File: src/hdl/bdq_pkg.sv
// ----------------------------------------------------------------------------
// bdq_pkg: shared types and constants for the bounded deque with shift
// Transaction payloads, operation and status codes, controller states and
// the command/status groups between controller and datapath.
// ----------------------------------------------------------------------------
package bdq_pkg;

   // field widths
   localparam int COORD_W = 16;
   localparam int KIND_W  = 3;
   localparam int OCC_W   = 7;
   localparam int STAT_W  = 2;

   // operation kinds
   localparam logic [KIND_W-1:0] KIND_PUSH_FRONT = 3'd0;
   localparam logic [KIND_W-1:0] KIND_PUSH_BACK  = 3'd1;
   localparam logic [KIND_W-1:0] KIND_POP_FRONT  = 3'd2;
   localparam logic [KIND_W-1:0] KIND_POP_BACK   = 3'd3;
   localparam logic [KIND_W-1:0] KIND_SHIFT      = 3'd4;
   localparam logic [KIND_W-1:0] KIND_CLEAR      = 3'd5;

   // result status codes
   localparam logic [STAT_W-1:0] STATUS_OK    = 2'd0;
   localparam logic [STAT_W-1:0] STATUS_EMPTY = 2'd1;
   localparam logic [STAT_W-1:0] STATUS_FULL  = 2'd2;

   typedef struct packed {
      logic [KIND_W-1:0]         kind;
      logic signed [COORD_W-1:0] push_x;
      logic signed [COORD_W-1:0] push_y;
   } req_type;

   typedef struct packed {
      logic signed [COORD_W-1:0] popped_x;
      logic signed [COORD_W-1:0] popped_y;
      logic [OCC_W-1:0]          occupancy;
      logic [STAT_W-1:0]         status;
   } rsp_type;

   typedef enum logic {
      ST_IDLE,
      ST_READ
   } state_type;

   // controller to datapath
   typedef struct packed {
      logic exec;    // complete an operation that needs no read, load result
      logic issue;   // start a memory read and hold the operation
      logic finish;  // complete the held operation, load result
   } dp_cmd_type;

   // datapath to controller
   typedef struct packed {
      logic needs_read;  // presented operation reads an entry
   } dp_stat_type;

endpackage

File: src/hdl/bounded_deque_with_shift_top.sv
// ----------------------------------------------------------------------------
// bounded_deque_with_shift_top: bounded double-ended queue of (x, y) pairs
// Ring buffer deque with push/pop at both ends, shift toward back and clear.
//
//   channel | direction | handshake            | payload
//   --------+-----------+----------------------+-------------------------
//   req     | in        | req_valid/req_stall  | req_data (kind, push_x/y)
//   rsp     | out       | rsp_valid/rsp_stall  | rsp_data (popped, occ, status)
//
// Pushes, clear and operations that read nothing complete from the idle state;
// pops of a non-empty queue and shift with two or more entries pass through the
// read state, for the registered read port of the entry memory.
// The result register lets a new transaction enter in the cycle its
// predecessor's result is taken.
// Reset clears state, front index, count and result valid; the entry memory
// is not cleared and needs no clearing pass.
// A stalled result holds; requests stall while a result is stalled.
// ----------------------------------------------------------------------------
module bounded_deque_with_shift_top #(
   parameter int QUEUE_DEPTH = 64
) (
   input  logic             clock,
   input  logic             reset,
   input  logic             req_valid,
   output logic             req_stall,
   input  bdq_pkg::req_type req_data,
   output logic             rsp_valid,
   input  logic             rsp_stall,
   output bdq_pkg::rsp_type rsp_data
);

   bdq_pkg::dp_cmd_type  cmd;
   bdq_pkg::dp_stat_type stat;

   // sequencing
   bdq_ctrl u_ctrl (
      .clock     (clock),
      .reset     (reset),
      .req_valid (req_valid),
      .req_stall (req_stall),
      .rsp_valid (rsp_valid),
      .rsp_stall (rsp_stall),
      .stat_i    (stat),
      .cmd_o     (cmd)
   );

   // storage and arithmetic
   bdq_datapath #(
      .QUEUE_DEPTH (QUEUE_DEPTH)
   ) u_datapath (
      .clock  (clock),
      .reset  (reset),
      .req_i  (req_data),
      .cmd_i  (cmd),
      .stat_o (stat),
      .rsp_o  (rsp_data)
   );

endmodule

File: src/hdl/bdq_datapath.sv
// ----------------------------------------------------------------------------
// bdq_datapath: ring buffer storage, pointers and result register
// Holds the entry memory, front index, entry count and the output register.
// Executes the commands issued by the controller.
// ----------------------------------------------------------------------------
module bdq_datapath #(
   parameter int QUEUE_DEPTH = 64
) (
   input  logic                 clock,
   input  logic                 reset,
   input  bdq_pkg::req_type     req_i,
   input  bdq_pkg::dp_cmd_type  cmd_i,
   output bdq_pkg::dp_stat_type stat_o,
   output bdq_pkg::rsp_type     rsp_o
);

   localparam int IW = (QUEUE_DEPTH > 1) ? $clog2(QUEUE_DEPTH) : 1;
   localparam int CW = $clog2(QUEUE_DEPTH + 1);
   localparam int SW = IW + 1;
   localparam int DW = 2 * bdq_pkg::COORD_W;
   localparam logic [IW-1:0] LAST_SLOT = IW'(QUEUE_DEPTH - 1);
   localparam logic [SW-1:0] DEPTH_S   = SW'(QUEUE_DEPTH);
   localparam logic [CW-1:0] DEPTH_C   = CW'(QUEUE_DEPTH);

   logic [DW-1:0]             mem [QUEUE_DEPTH];
   logic [IW-1:0]             front_ff, front_in;
   logic [CW-1:0]             count_ff, count_in;
   logic [DW-1:0]             rd_data_ff;
   logic [bdq_pkg::KIND_W-1:0] kind_ff;
   bdq_pkg::rsp_type          rsp_ff, rsp_in;
   logic                      rsp_load;

   logic                      wr_en;
   logic [IW-1:0]             wr_addr;
   logic [DW-1:0]             wr_data;
   logic [IW-1:0]             rd_addr;

   logic [IW-1:0]             front_prev, front_next, back_slot, last_slot;
   logic [SW-1:0]             back_sum, last_sum;
   logic                      full, empty, two_plus;
   logic                      is_pop;

   // ring arithmetic around the front index
   always_comb begin
      front_prev = (front_ff == '0) ? LAST_SLOT : front_ff - IW'(1);
      front_next = (front_ff == LAST_SLOT) ? '0 : front_ff + IW'(1);
      back_sum   = {1'b0, front_ff} + SW'(count_ff);
      last_sum   = back_sum - SW'(1);
      back_slot  = (back_sum >= DEPTH_S) ? IW'(back_sum - DEPTH_S) : IW'(back_sum);
      last_slot  = (last_sum >= DEPTH_S) ? IW'(last_sum - DEPTH_S) : IW'(last_sum);
      full       = (count_ff == DEPTH_C);
      empty      = (count_ff == '0);
      two_plus   = (count_ff >= CW'(2));
   end

   // read decision and read address for the presented operation
   always_comb begin
      is_pop = (req_i.kind == bdq_pkg::KIND_POP_FRONT) ||
               (req_i.kind == bdq_pkg::KIND_POP_BACK);
      stat_o.needs_read = (is_pop && !empty) ||
                          ((req_i.kind == bdq_pkg::KIND_SHIFT) && two_plus);
      rd_addr = (req_i.kind == bdq_pkg::KIND_POP_BACK) ? last_slot : front_ff;
   end

   // next pointer, count, write port and result
   always_comb begin
      front_in = front_ff;
      count_in = count_ff;
      wr_en    = 1'b0;
      wr_addr  = front_prev;
      wr_data  = {req_i.push_x, req_i.push_y};
      rsp_load = 1'b0;
      rsp_in   = rsp_ff;
      rsp_in.popped_x = '0;
      rsp_in.popped_y = '0;
      rsp_in.status   = bdq_pkg::STATUS_OK;

      if (cmd_i.exec) begin
         rsp_load = 1'b1;
         case (req_i.kind)
            bdq_pkg::KIND_PUSH_FRONT: begin
               if (full) begin
                  rsp_in.status = bdq_pkg::STATUS_FULL;
               end else begin
                  front_in = front_prev;
                  count_in = count_ff + CW'(1);
                  wr_en    = 1'b1;
                  wr_addr  = front_prev;
               end
            end
            bdq_pkg::KIND_PUSH_BACK: begin
               if (full) begin
                  rsp_in.status = bdq_pkg::STATUS_FULL;
               end else begin
                  count_in = count_ff + CW'(1);
                  wr_en    = 1'b1;
                  wr_addr  = back_slot;
               end
            end
            bdq_pkg::KIND_POP_FRONT, bdq_pkg::KIND_POP_BACK: begin
               // only reached here when empty
               rsp_in.status = bdq_pkg::STATUS_EMPTY;
            end
            bdq_pkg::KIND_CLEAR: begin
               front_in = '0;
               count_in = '0;
            end
            default: begin
            end
         endcase
      end else if (cmd_i.finish) begin
         rsp_load = 1'b1;
         case (kind_ff)
            bdq_pkg::KIND_POP_FRONT: begin
               count_in = count_ff - CW'(1);
               front_in = (count_ff == CW'(1)) ? '0 : front_next;
               rsp_in.popped_x = rd_data_ff[DW-1:bdq_pkg::COORD_W];
               rsp_in.popped_y = rd_data_ff[bdq_pkg::COORD_W-1:0];
            end
            bdq_pkg::KIND_POP_BACK: begin
               count_in = count_ff - CW'(1);
               front_in = (count_ff == CW'(1)) ? '0 : front_ff;
               rsp_in.popped_x = rd_data_ff[DW-1:bdq_pkg::COORD_W];
               rsp_in.popped_y = rd_data_ff[bdq_pkg::COORD_W-1:0];
            end
            default: begin
               // shift: copy of the front goes into a new front slot
               front_in = front_prev;
               wr_en    = 1'b1;
               wr_addr  = front_prev;
               wr_data  = rd_data_ff;
            end
         endcase
      end
      rsp_in.occupancy = bdq_pkg::OCC_W'(count_in);
   end

   // entry memory: one write and one registered read port
   always_ff @(posedge clock) begin
      if (wr_en) begin
         mem[wr_addr] <= wr_data;
      end
      if (cmd_i.issue) begin
         rd_data_ff <= mem[rd_addr];
         kind_ff    <= req_i.kind;
      end
   end

   // pointer and count registers
   always_ff @(posedge clock) begin
      if (reset) begin
         front_ff <= '0;
         count_ff <= '0;
      end else begin
         front_ff <= front_in;
         count_ff <= count_in;
      end
   end

   // result register
   always_ff @(posedge clock) begin
      if (rsp_load) begin
         rsp_ff <= rsp_in;
      end
   end

   assign rsp_o = rsp_ff;

endmodule

File: src/hdl/bdq_ctrl.sv
// ----------------------------------------------------------------------------
// bdq_ctrl: handshake and sequencing controller
// Accepts request transactions, sequences read operations through the read state
// and tracks the result register's valid flag.
// ----------------------------------------------------------------------------
module bdq_ctrl (
   input  logic                 clock,
   input  logic                 reset,
   input  logic                 req_valid,
   output logic                 req_stall,
   output logic                 rsp_valid,
   input  logic                 rsp_stall,
   input  bdq_pkg::dp_stat_type stat_i,
   output bdq_pkg::dp_cmd_type  cmd_o
);

   bdq_pkg::state_type state_ff, state_in;
   logic               rsp_valid_ff, rsp_valid_in;
   logic               accept;
   logic               rsp_taken;

   // state register
   always_ff @(posedge clock) begin
      if (reset) begin
         state_ff     <= bdq_pkg::ST_IDLE;
         rsp_valid_ff <= 1'b0;
      end else begin
         state_ff     <= state_in;
         rsp_valid_ff <= rsp_valid_in;
      end
   end

   // next state and commands
   always_comb begin
      rsp_taken    = rsp_valid_ff && !rsp_stall;
      req_stall    = (state_ff != bdq_pkg::ST_IDLE) || (rsp_valid_ff && rsp_stall);
      accept       = req_valid && !req_stall;
      state_in     = state_ff;
      rsp_valid_in = rsp_valid_ff && !rsp_taken;
      cmd_o        = '0;
      case (state_ff)
         bdq_pkg::ST_IDLE: begin
            if (accept) begin
               if (stat_i.needs_read) begin
                  cmd_o.issue = 1'b1;
                  state_in    = bdq_pkg::ST_READ;
               end else begin
                  cmd_o.exec   = 1'b1;
                  rsp_valid_in = 1'b1;
               end
            end
         end
         bdq_pkg::ST_READ: begin
            cmd_o.finish = 1'b1;
            rsp_valid_in = 1'b1;
            state_in     = bdq_pkg::ST_IDLE;
         end
         default: begin
            state_in = bdq_pkg::ST_IDLE;
         end
      endcase
   end

   assign rsp_valid = rsp_valid_ff;

   // result register is free while a read completes
   a_read_rsp_free: assert property (@(posedge clock) disable iff (reset)
      (state_ff == bdq_pkg::ST_READ) |-> !rsp_valid_ff)
      else $error("result pending during read completion");

   // a read operation always moves into the read state
   a_issue_to_read: assert property (@(posedge clock) disable iff (reset)
      cmd_o.issue |=> (state_ff == bdq_pkg::ST_READ))
      else $error("read issued without read state");

   // read state returns to idle and produces a result
   a_read_result: assert property (@(posedge clock) disable iff (reset)
      (state_ff == bdq_pkg::ST_READ) |=> (rsp_valid_ff && state_ff == bdq_pkg::ST_IDLE))
      else $error("read completion did not produce a result");

   // commands are mutually exclusive
   a_cmd_onehot: assert property (@(posedge clock) disable iff (reset)
      $onehot0({cmd_o.exec, cmd_o.issue, cmd_o.finish}))
      else $error("overlapping datapath commands");

endmodule
File: config.mk
export PLATFORM = sky130hd
export DESIGN_NAME = bounded_deque_with_shift_top
export DESIGN_NICKNAME = d
export VERILOG_FILES = /design/src/hdl/bdq_pkg.sv /design/src/hdl/bounded_deque_with_shift_top.sv /design/src/hdl/bdq_datapath.sv /design/src/hdl/bdq_ctrl.sv
export SDC_FILE = /design/constraint.sdc
export NUM_CORES = 2
export LEC_CHECK = 0
export BUFFER_PORTS_ARGS = -buffer_cell sky130_fd_sc_hd__buf_2
export CORE_MARGIN = 2
export CORE_UTILIZATION = 35
export CTS_BUF_LIST = sky130_fd_sc_hd__clkbuf_8 sky130_fd_sc_hd__clkbuf_16
export DETAILED_ROUTE_END_ITERATION = 6
export GPL_TIMING_DRIVEN = 0
export PLACE_DENSITY_LB_ADDON = 0.15
export SLEW_MARGIN = 20
export SYNTH_ARGS = -nofsm -noshare
export SYNTH_HDL_FRONTEND = slang
export SYNTH_SLANG_ARGS = --single-unit
File: constraint.sdc
create_clock -name clock -period 5.95 [get_ports clock]
set_input_delay 0.2975 -clock clock [delete_from_list [all_inputs] [get_ports clock]]
set_output_delay 0.2975 -clock clock [all_outputs]
set_load 0.02 [all_outputs]
Word-level counts from Yosys, hierarchy flattened
Memories as Yosys holds them, arrays and structs flattened. A register that Yosys moved wholly into a read port is not among the register bits.
Cells that the tools add are included.
- add/subtract/negate cells: 8
- magnitude comparators: 3
- equal/unequal tests: 13
- muxes and demuxes: 44
- bitwise operators: 3
- reduce and logical (&&, ||, !) cells: 22
- operator list (kind ; count):
    two-way mux 32 bit ; 3
    two-way mux 6 bit ; 13
    two-way mux 7 bit ; 4
    one-hot mux 6 bit (2 select lines) ; 2
    subtractor 6 x 1 -> 6 bit, second input constant ; 3
    two-way mux 1 bit ; 15
    >= comparator 7 bit, second input constant ; 2
    one-hot mux 7 bit (2 select lines) ; 1
    subtractor 7 x 1 -> 7 bit, second input constant ; 2
    equality test 3 x 2 -> 1 bit, second input constant ; 4
    adder 6 x 7 -> 7 bit ; 1
    adder 7 x 1 -> 7 bit, second input constant ; 1
    equality test 7 x 1 -> 1 bit, second input constant ; 1
    equality test 7 bit, second input constant ; 1
    >= comparator 7 x 2 -> 1 bit, second input constant ; 1
    zero test 7 bit ; 1
    adder 6 x 1 -> 6 bit, second input constant ; 1
    equality test 3 bit, second input constant ; 2
    equality test 6 bit, second input constant ; 1
    logical AND 1 bit ; 6
    zero test 6 bit ; 1
    two-way mux 2 bit ; 3
    OR reduction 2 bit ; 3
    zero test 1 bit ; 4
    12 further kinds ; 17
- register bits after elaboration: 59
- memory bits (writable): 2048
- bits of input ports: 39
- output and inout port bits: 43
- word-level logic and storage cells: 103
- memories kept: 1
- memories (memory ; words ; width ; read ports ; clocked after Yosys merged registers in ; wr ports ; RTL line ; text):
    u_datapath.mem ; 64 ; 32 ; 1 ; 1 ; 1 ; bdq_datapath.sv:25 ; logic [DW-1:0] mem [QUEUE_DEPTH];

Logic depth before layout (Yosys ltp)
- word-level depth: 10
- depth in mapped cells: 17
- depth with buffers taken out: 13

By module
A second synthesis with hierarchy kept.
- cells, all modules: 5539
- area, all modules: 84573.6 sq um
- modules (own cells, without submodules) (module ; times used ; cells an instance ; area each (sq um) ; sequential area each (sq um)):
    bdq_datapath ; 1 ; 5528 ; 84463.5 ; 64041.4
    bdq_ctrl ; 1 ; 11 ; 110.1 ; 40.0

Worst setup path before layout
OpenSTA, ideal clock, no wires.
- path type: flip-flop to flip-flop
- start point: register u_datapath.front_ff[0]
- end point: memory u_datapath.mem[49][0] (netlist name), enable pin
- setup time: 421 ps
- data arrival time: 3794 ps
- path slack: 1735 ps
- cell stages (with the launch flop): 11
- cell sequence: dfxtp_1 ha_1 inv_1 fa_1 nand2b_1 a21oi_1 xor2_1 nor2_1 a31oi_1 nand3_1 nor2_1
- word-level cells in the longest chain between the ends: 6
- ends and longest elaborated chain (what ; RTL line ; text):
    start, declared ; bdq_datapath.sv:26 ; logic [IW-1:0] front_ff, front_in;
    start signal, assigned ; bdq_datapath.sv:155 ; front_ff <= front_in;
    adder 6 x 7 -> 7 bit ; bdq_datapath.sv:47 ; back_sum = {1'b0, front_ff} + SW'(count_ff);
    subtractor 6 x 1 -> 6 bit or >= comparator 7 bit (tied branches) ; bdq_datapath.sv:49 ; back_slot = (back_sum >= DEPTH_S) ? IW'(back_sum - DEPTH_S) : IW'(back_sum);
    two-way mux 6 bit ; bdq_datapath.sv:49 ;
    two-way mux 6 bit ; bdq_datapath.sv:92 ; if (full) begin
    two-way mux 6 bit ; -- ;
    two-way mux 6 bit (*) ; bdq_datapath.sv:78 ; if (cmd_i.exec) begin
    end, declared ; bdq_datapath.sv:25 ;
Every way passes the cells marked *; elsewhere a longest branch is shown, timed or not.

Final worst setup path
- start point: register u_datapath.front_ff[0]
- end point: register u_datapath.rd_data_ff[19], read port of u_datapath.mem, data pin
- word-level cells in the longest chain between the ends: 5
- ends and longest elaborated chain (what ; RTL line ; text):
    adder 6 x 7 -> 7 bit ; bdq_datapath.sv:47 ;
    subtractor 7 x 1 -> 7 bit ; bdq_datapath.sv:48 ; last_sum = back_sum - SW'(1);
    subtractor 6 x 1 -> 6 bit or >= comparator 7 bit (tied branches) ; bdq_datapath.sv:50 ; last_slot = (last_sum >= DEPTH_S) ? IW'(last_sum - DEPTH_S) : IW'(last_sum);
    two-way mux 6 bit ; bdq_datapath.sv:50 ;
    two-way mux 6 bit (*) ; bdq_datapath.sv:62 ; rd_addr = (req_i.kind == bdq_pkg::KIND_POP_BACK) ? last_slot : front_ff;
    end, declared ; bdq_datapath.sv:28 ; logic [DW-1:0] rd_data_ff;
Marks and branches as above.
A chain may end at the register's enable or synchronous reset.

==> impl_metrics.py <==
metrics = {
    "sta": {
        "setup_viol": 6,
        "tns_ps": -402,
        "hold_viol": 0,
        "drv_slew": 0,
        "fin_ws_ps": -81.4,
        "worst_slew_margin_rel_pct": 10.8,
        "rsz0062_at_grt": "yes",
        "min_period_ps": 6030,
        "tightest_slew_ps": 1330,
        "fmax_ghz": 0.166,
        "finalCritPeriodShare_pct": 101,
        "skew_ps": 39.1,
    },
    "place": {
        "dp_cells": 9567,
        "io_buffers": 81,
        "place_hpwl_um": 287000,
        "preCtsSetupSlack_ps": -244,
        "place_congestion": 0.950,
    },
    "finish": {
        "final_common_cell": "edfxtp_1",
        "layout_common_cells": "2124 x edfxtp_1, 1487 x nand2_1, 723 x nand3_1",
        "fin_nets": 6652,
        "final_cells": 10000,
        "drive_gt1_share_pct": 15.5,
        "area_growth_pct": 19.4,
    },
    "detailed_routing": {
        "wl_per_cell_um": 40.7,
        "drtPass1Iterations": 6,
        "drt.antenna.violating_nets": 0,
        "vias_per_cell": 6.19,
        "finalWirelength_um": 407000,
        "drt_iter0_drc": 11000,
        "drc_errors": 0,
        "via_count": 61900,
    },
    "floorplanning": {
        "fp.dieW_um": 497,
        "start_util_pct": 35.1,
        "ios": 82,
        "row_count": 181,
        "die_area_sq_um": 247000,
        "coreArea_sq_um": 243000,
        "die_h_um": 497,
    },
    "pwr": {
        "switching_share_pct": 28.6,
        "power.internal_mw": 25.1,
        "worst_ir_drop_vdd_v": 0.000261,
        "p_comb_share_pct": 14.1,
        "clkPwrFrac_pct": 38.3,
        "leakagePower_nw": 33.7,
        "p_total_mw": 35.2,
        "cellPowerDensity_nw_per_um2": 346,
        "p_seq_share_pct": 47.6,
        "p_switching_mw": 10.1,
    },
    "yosys": {
        "syn_area_per_cell_sq_um": 14.0,
        "yosysWarningCount": 0,
        "ys_async_sr_fraction_pct": 0,
        "synthCells": 6094,
        "synthesis.nets": 6147,
        "yosysTopAreaCellShare_pct": 74.9,
        "synth_area_leader_cell": "edfxtp_1",
        "seq_area_frac_synth_pct": 75.3,
        "synth_edf_count": 2124,
        "synth_area_sq_um": 85200,
        "ys_top_cells_by_area": "edfxtp_1 75%, nand2_1 6.6%, nand3_1 4.2%, a21oi_1 1.8%, mux4_2 1.3%",
        "synth_cell_type_count": 76,
        "ys_ff_latch": 2139,
        "synth-main-ff-cell": "edfxtp_1",
    },
    "run_status": {
        "violations": "setup timing",
        "status": "complete, but fails checks",
    },
    "global_route": {
        "grt_antenna_before_repair": 34,
        "grt.overflow.total": 0,
        "grt_start_max_net_pins": 65,
        "grt_pass1_vias": 56000,
        "grt_usage_pct": 32.1,
        "grt_first_pass_wirelength_um": 530000,
    },
    "cts": {
        "clock-root-buffer": "clkbuf_16",
        "cts_made_buffers": 225,
        "cts_tree": "yes",
        "h-tree-depth": 4,
        "cts_setup_buffers": 0,
        "cts.sinks": 2139,
        "worstSkewPairLatency_ps": 900,
        "path_clk_slew_ps": 60,
        "clock_path_buffers": 3,
    },
    "setup_path": {
        "slowest_stage": "clkbuf_1",
        "critPathBufInv": 5,
        "cp-end-kind": "register",
        "path_max_fanout": 10,
        "setup.worst_path.start_class": "register",
        "critPathArrivalTime_ps": 6620,
        "critPathKind": "reg -> reg",
        "slowest_delay_ps": 930,
        "cp_data_required_time_ps": 6540,
        "crit_chain": "ha_1 -> inv_1 -> fa_1 -> ha_1 -> nand4b_1 -> a21boi_1 -> buf_4 -> buf_2 -> buf_2 -> clkbuf_1 -> o211ai_1 -> o221ai_1 -> o22ai_1 -> or3_1",
        "cp_top_family": "buffers and inverters",
    },
    "flow_run": {
        "cap_viol_max_count": 0,
    },
    "hold_path": {
        "hold_class": "in -> reg",
    },
}
cell type report:
cell class | instances | area, sq um
Buffer | 417 | 2090
Tap cell | 3202 | 4010
Multi-Input combinational cell | 3522 | 19700
Clock inverter | 177 | 1100
Sequential cell | 2139 | 64100
Antenna cell | 21 | 52.6
Timing Repair Buffer | 282 | 4830
Fill cell | 22100 | 141000
Clock buffer | 230 | 5760
Inverter | 12 | 45.0
sequential cells by signal (all words and copies together) (netlist names):
signal	flops
u_datapath.mem	2048
u_datapath.rsp_o	41
u_datapath.rd_data_ff	32
u_datapath.count_ff	7
u_datapath.front_ff	6
u_datapath.kind_ff	3
u_ctrl.rsp_valid	1
u_ctrl.state_ff	1
final timing paths:
kind	start	to	slack (ps)	depth (start not counted)
setup / recovery	u_datapath.front_ff[0]$_SDFFE_PP0P_	u_datapath.rd_data_ff[19]$_DFFE_PP_	-80	14
hold / removal	req_data[15]	u_datapath.mem[33][15]$_DFFE_PP_	70	2
setup reg to reg	u_datapath.front_ff[0]$_SDFFE_PP0P_	u_datapath.rd_data_ff[19]$_DFFE_PP_	-80	14
hold reg to reg	u_datapath.rd_data_ff[20]$_DFFE_PP_	u_datapath.rsp_o[29]$_SDFFCE_PP0N_	550	1
what timing repair did:
action                     CTS  global route
hold endpoints to repair    29             0
setup endpoints to repair    8             6
resized for setup           10             8
pin swaps                    0             0
hold buffers                10             0
power by group through the flow:
stage / logic (mW) / clock network [mW] / registers [mW]
2_1_floorplan: 2.07 / 0 / 17.1
3_3_place_gp: 4.54 / 0 / 17.1
3_5_place_dp: 4.73 / 0 / 17.1
4_1_cts: 4.75 / 13.5 / 16.8
5_1_grt: 4.97 / 14.0 / 16.8
6_report: 4.97 / 13.5 / 16.8
cell usage after synthesis, types with 47 or more instances:
cell type     n
a21oi_1     311
a311oi_1     78
a31oi_1     101
and3_1       82
buf_2       220
clkbuf_1    119
edfxtp_1   2124
mux2i_1      68
mux4_2       49
nand2_1    1488
nand3_1     723
nor2_1       90
o211ai_1     47
o311ai_0     59
cells by family after synthesis:
logic type	synth area share (%)
xor gates and xnor gates	0.150
and+or+nand+nor	12.8
DFF	75.3
adders and majority gates	0.215
muxes	2.55
buffers and inverters	2.43
AOI/OAI and AO/OA	6.60
metrics by stage:
step	utilization, %	instance area [sq um]	hold slack, ps
3_3_place_gp	36.9	89600	530
6_report	41.9	102000	69.0
5_1_grt	41.9	102000	70.6
4_1_cts	41.9	102000	24.8
3_5_place_dp	39.0	94600	522
2_1_floorplan	-	85200	369
worst reg2reg max path, delay by kind of cell (launching register included):
family | cells | cell delay [ps]
compound gates | 4 | 1010
fa+ha+maj | 3 | 1110
buf+inv | 5 | 2420
flops | 1 | 560
simple gates | 2 | 640
metal layers:
layer	track usage, %	vias up	share of wire (%)
li1	-	24100	-
met1	42.5	31900	38
met2	47.4	4815	43
met3	8.46	1049	12
met4	18.7	14	6.9
met5	0	-	0.019
No activity file was read; power rests on OpenSTA's default activity.
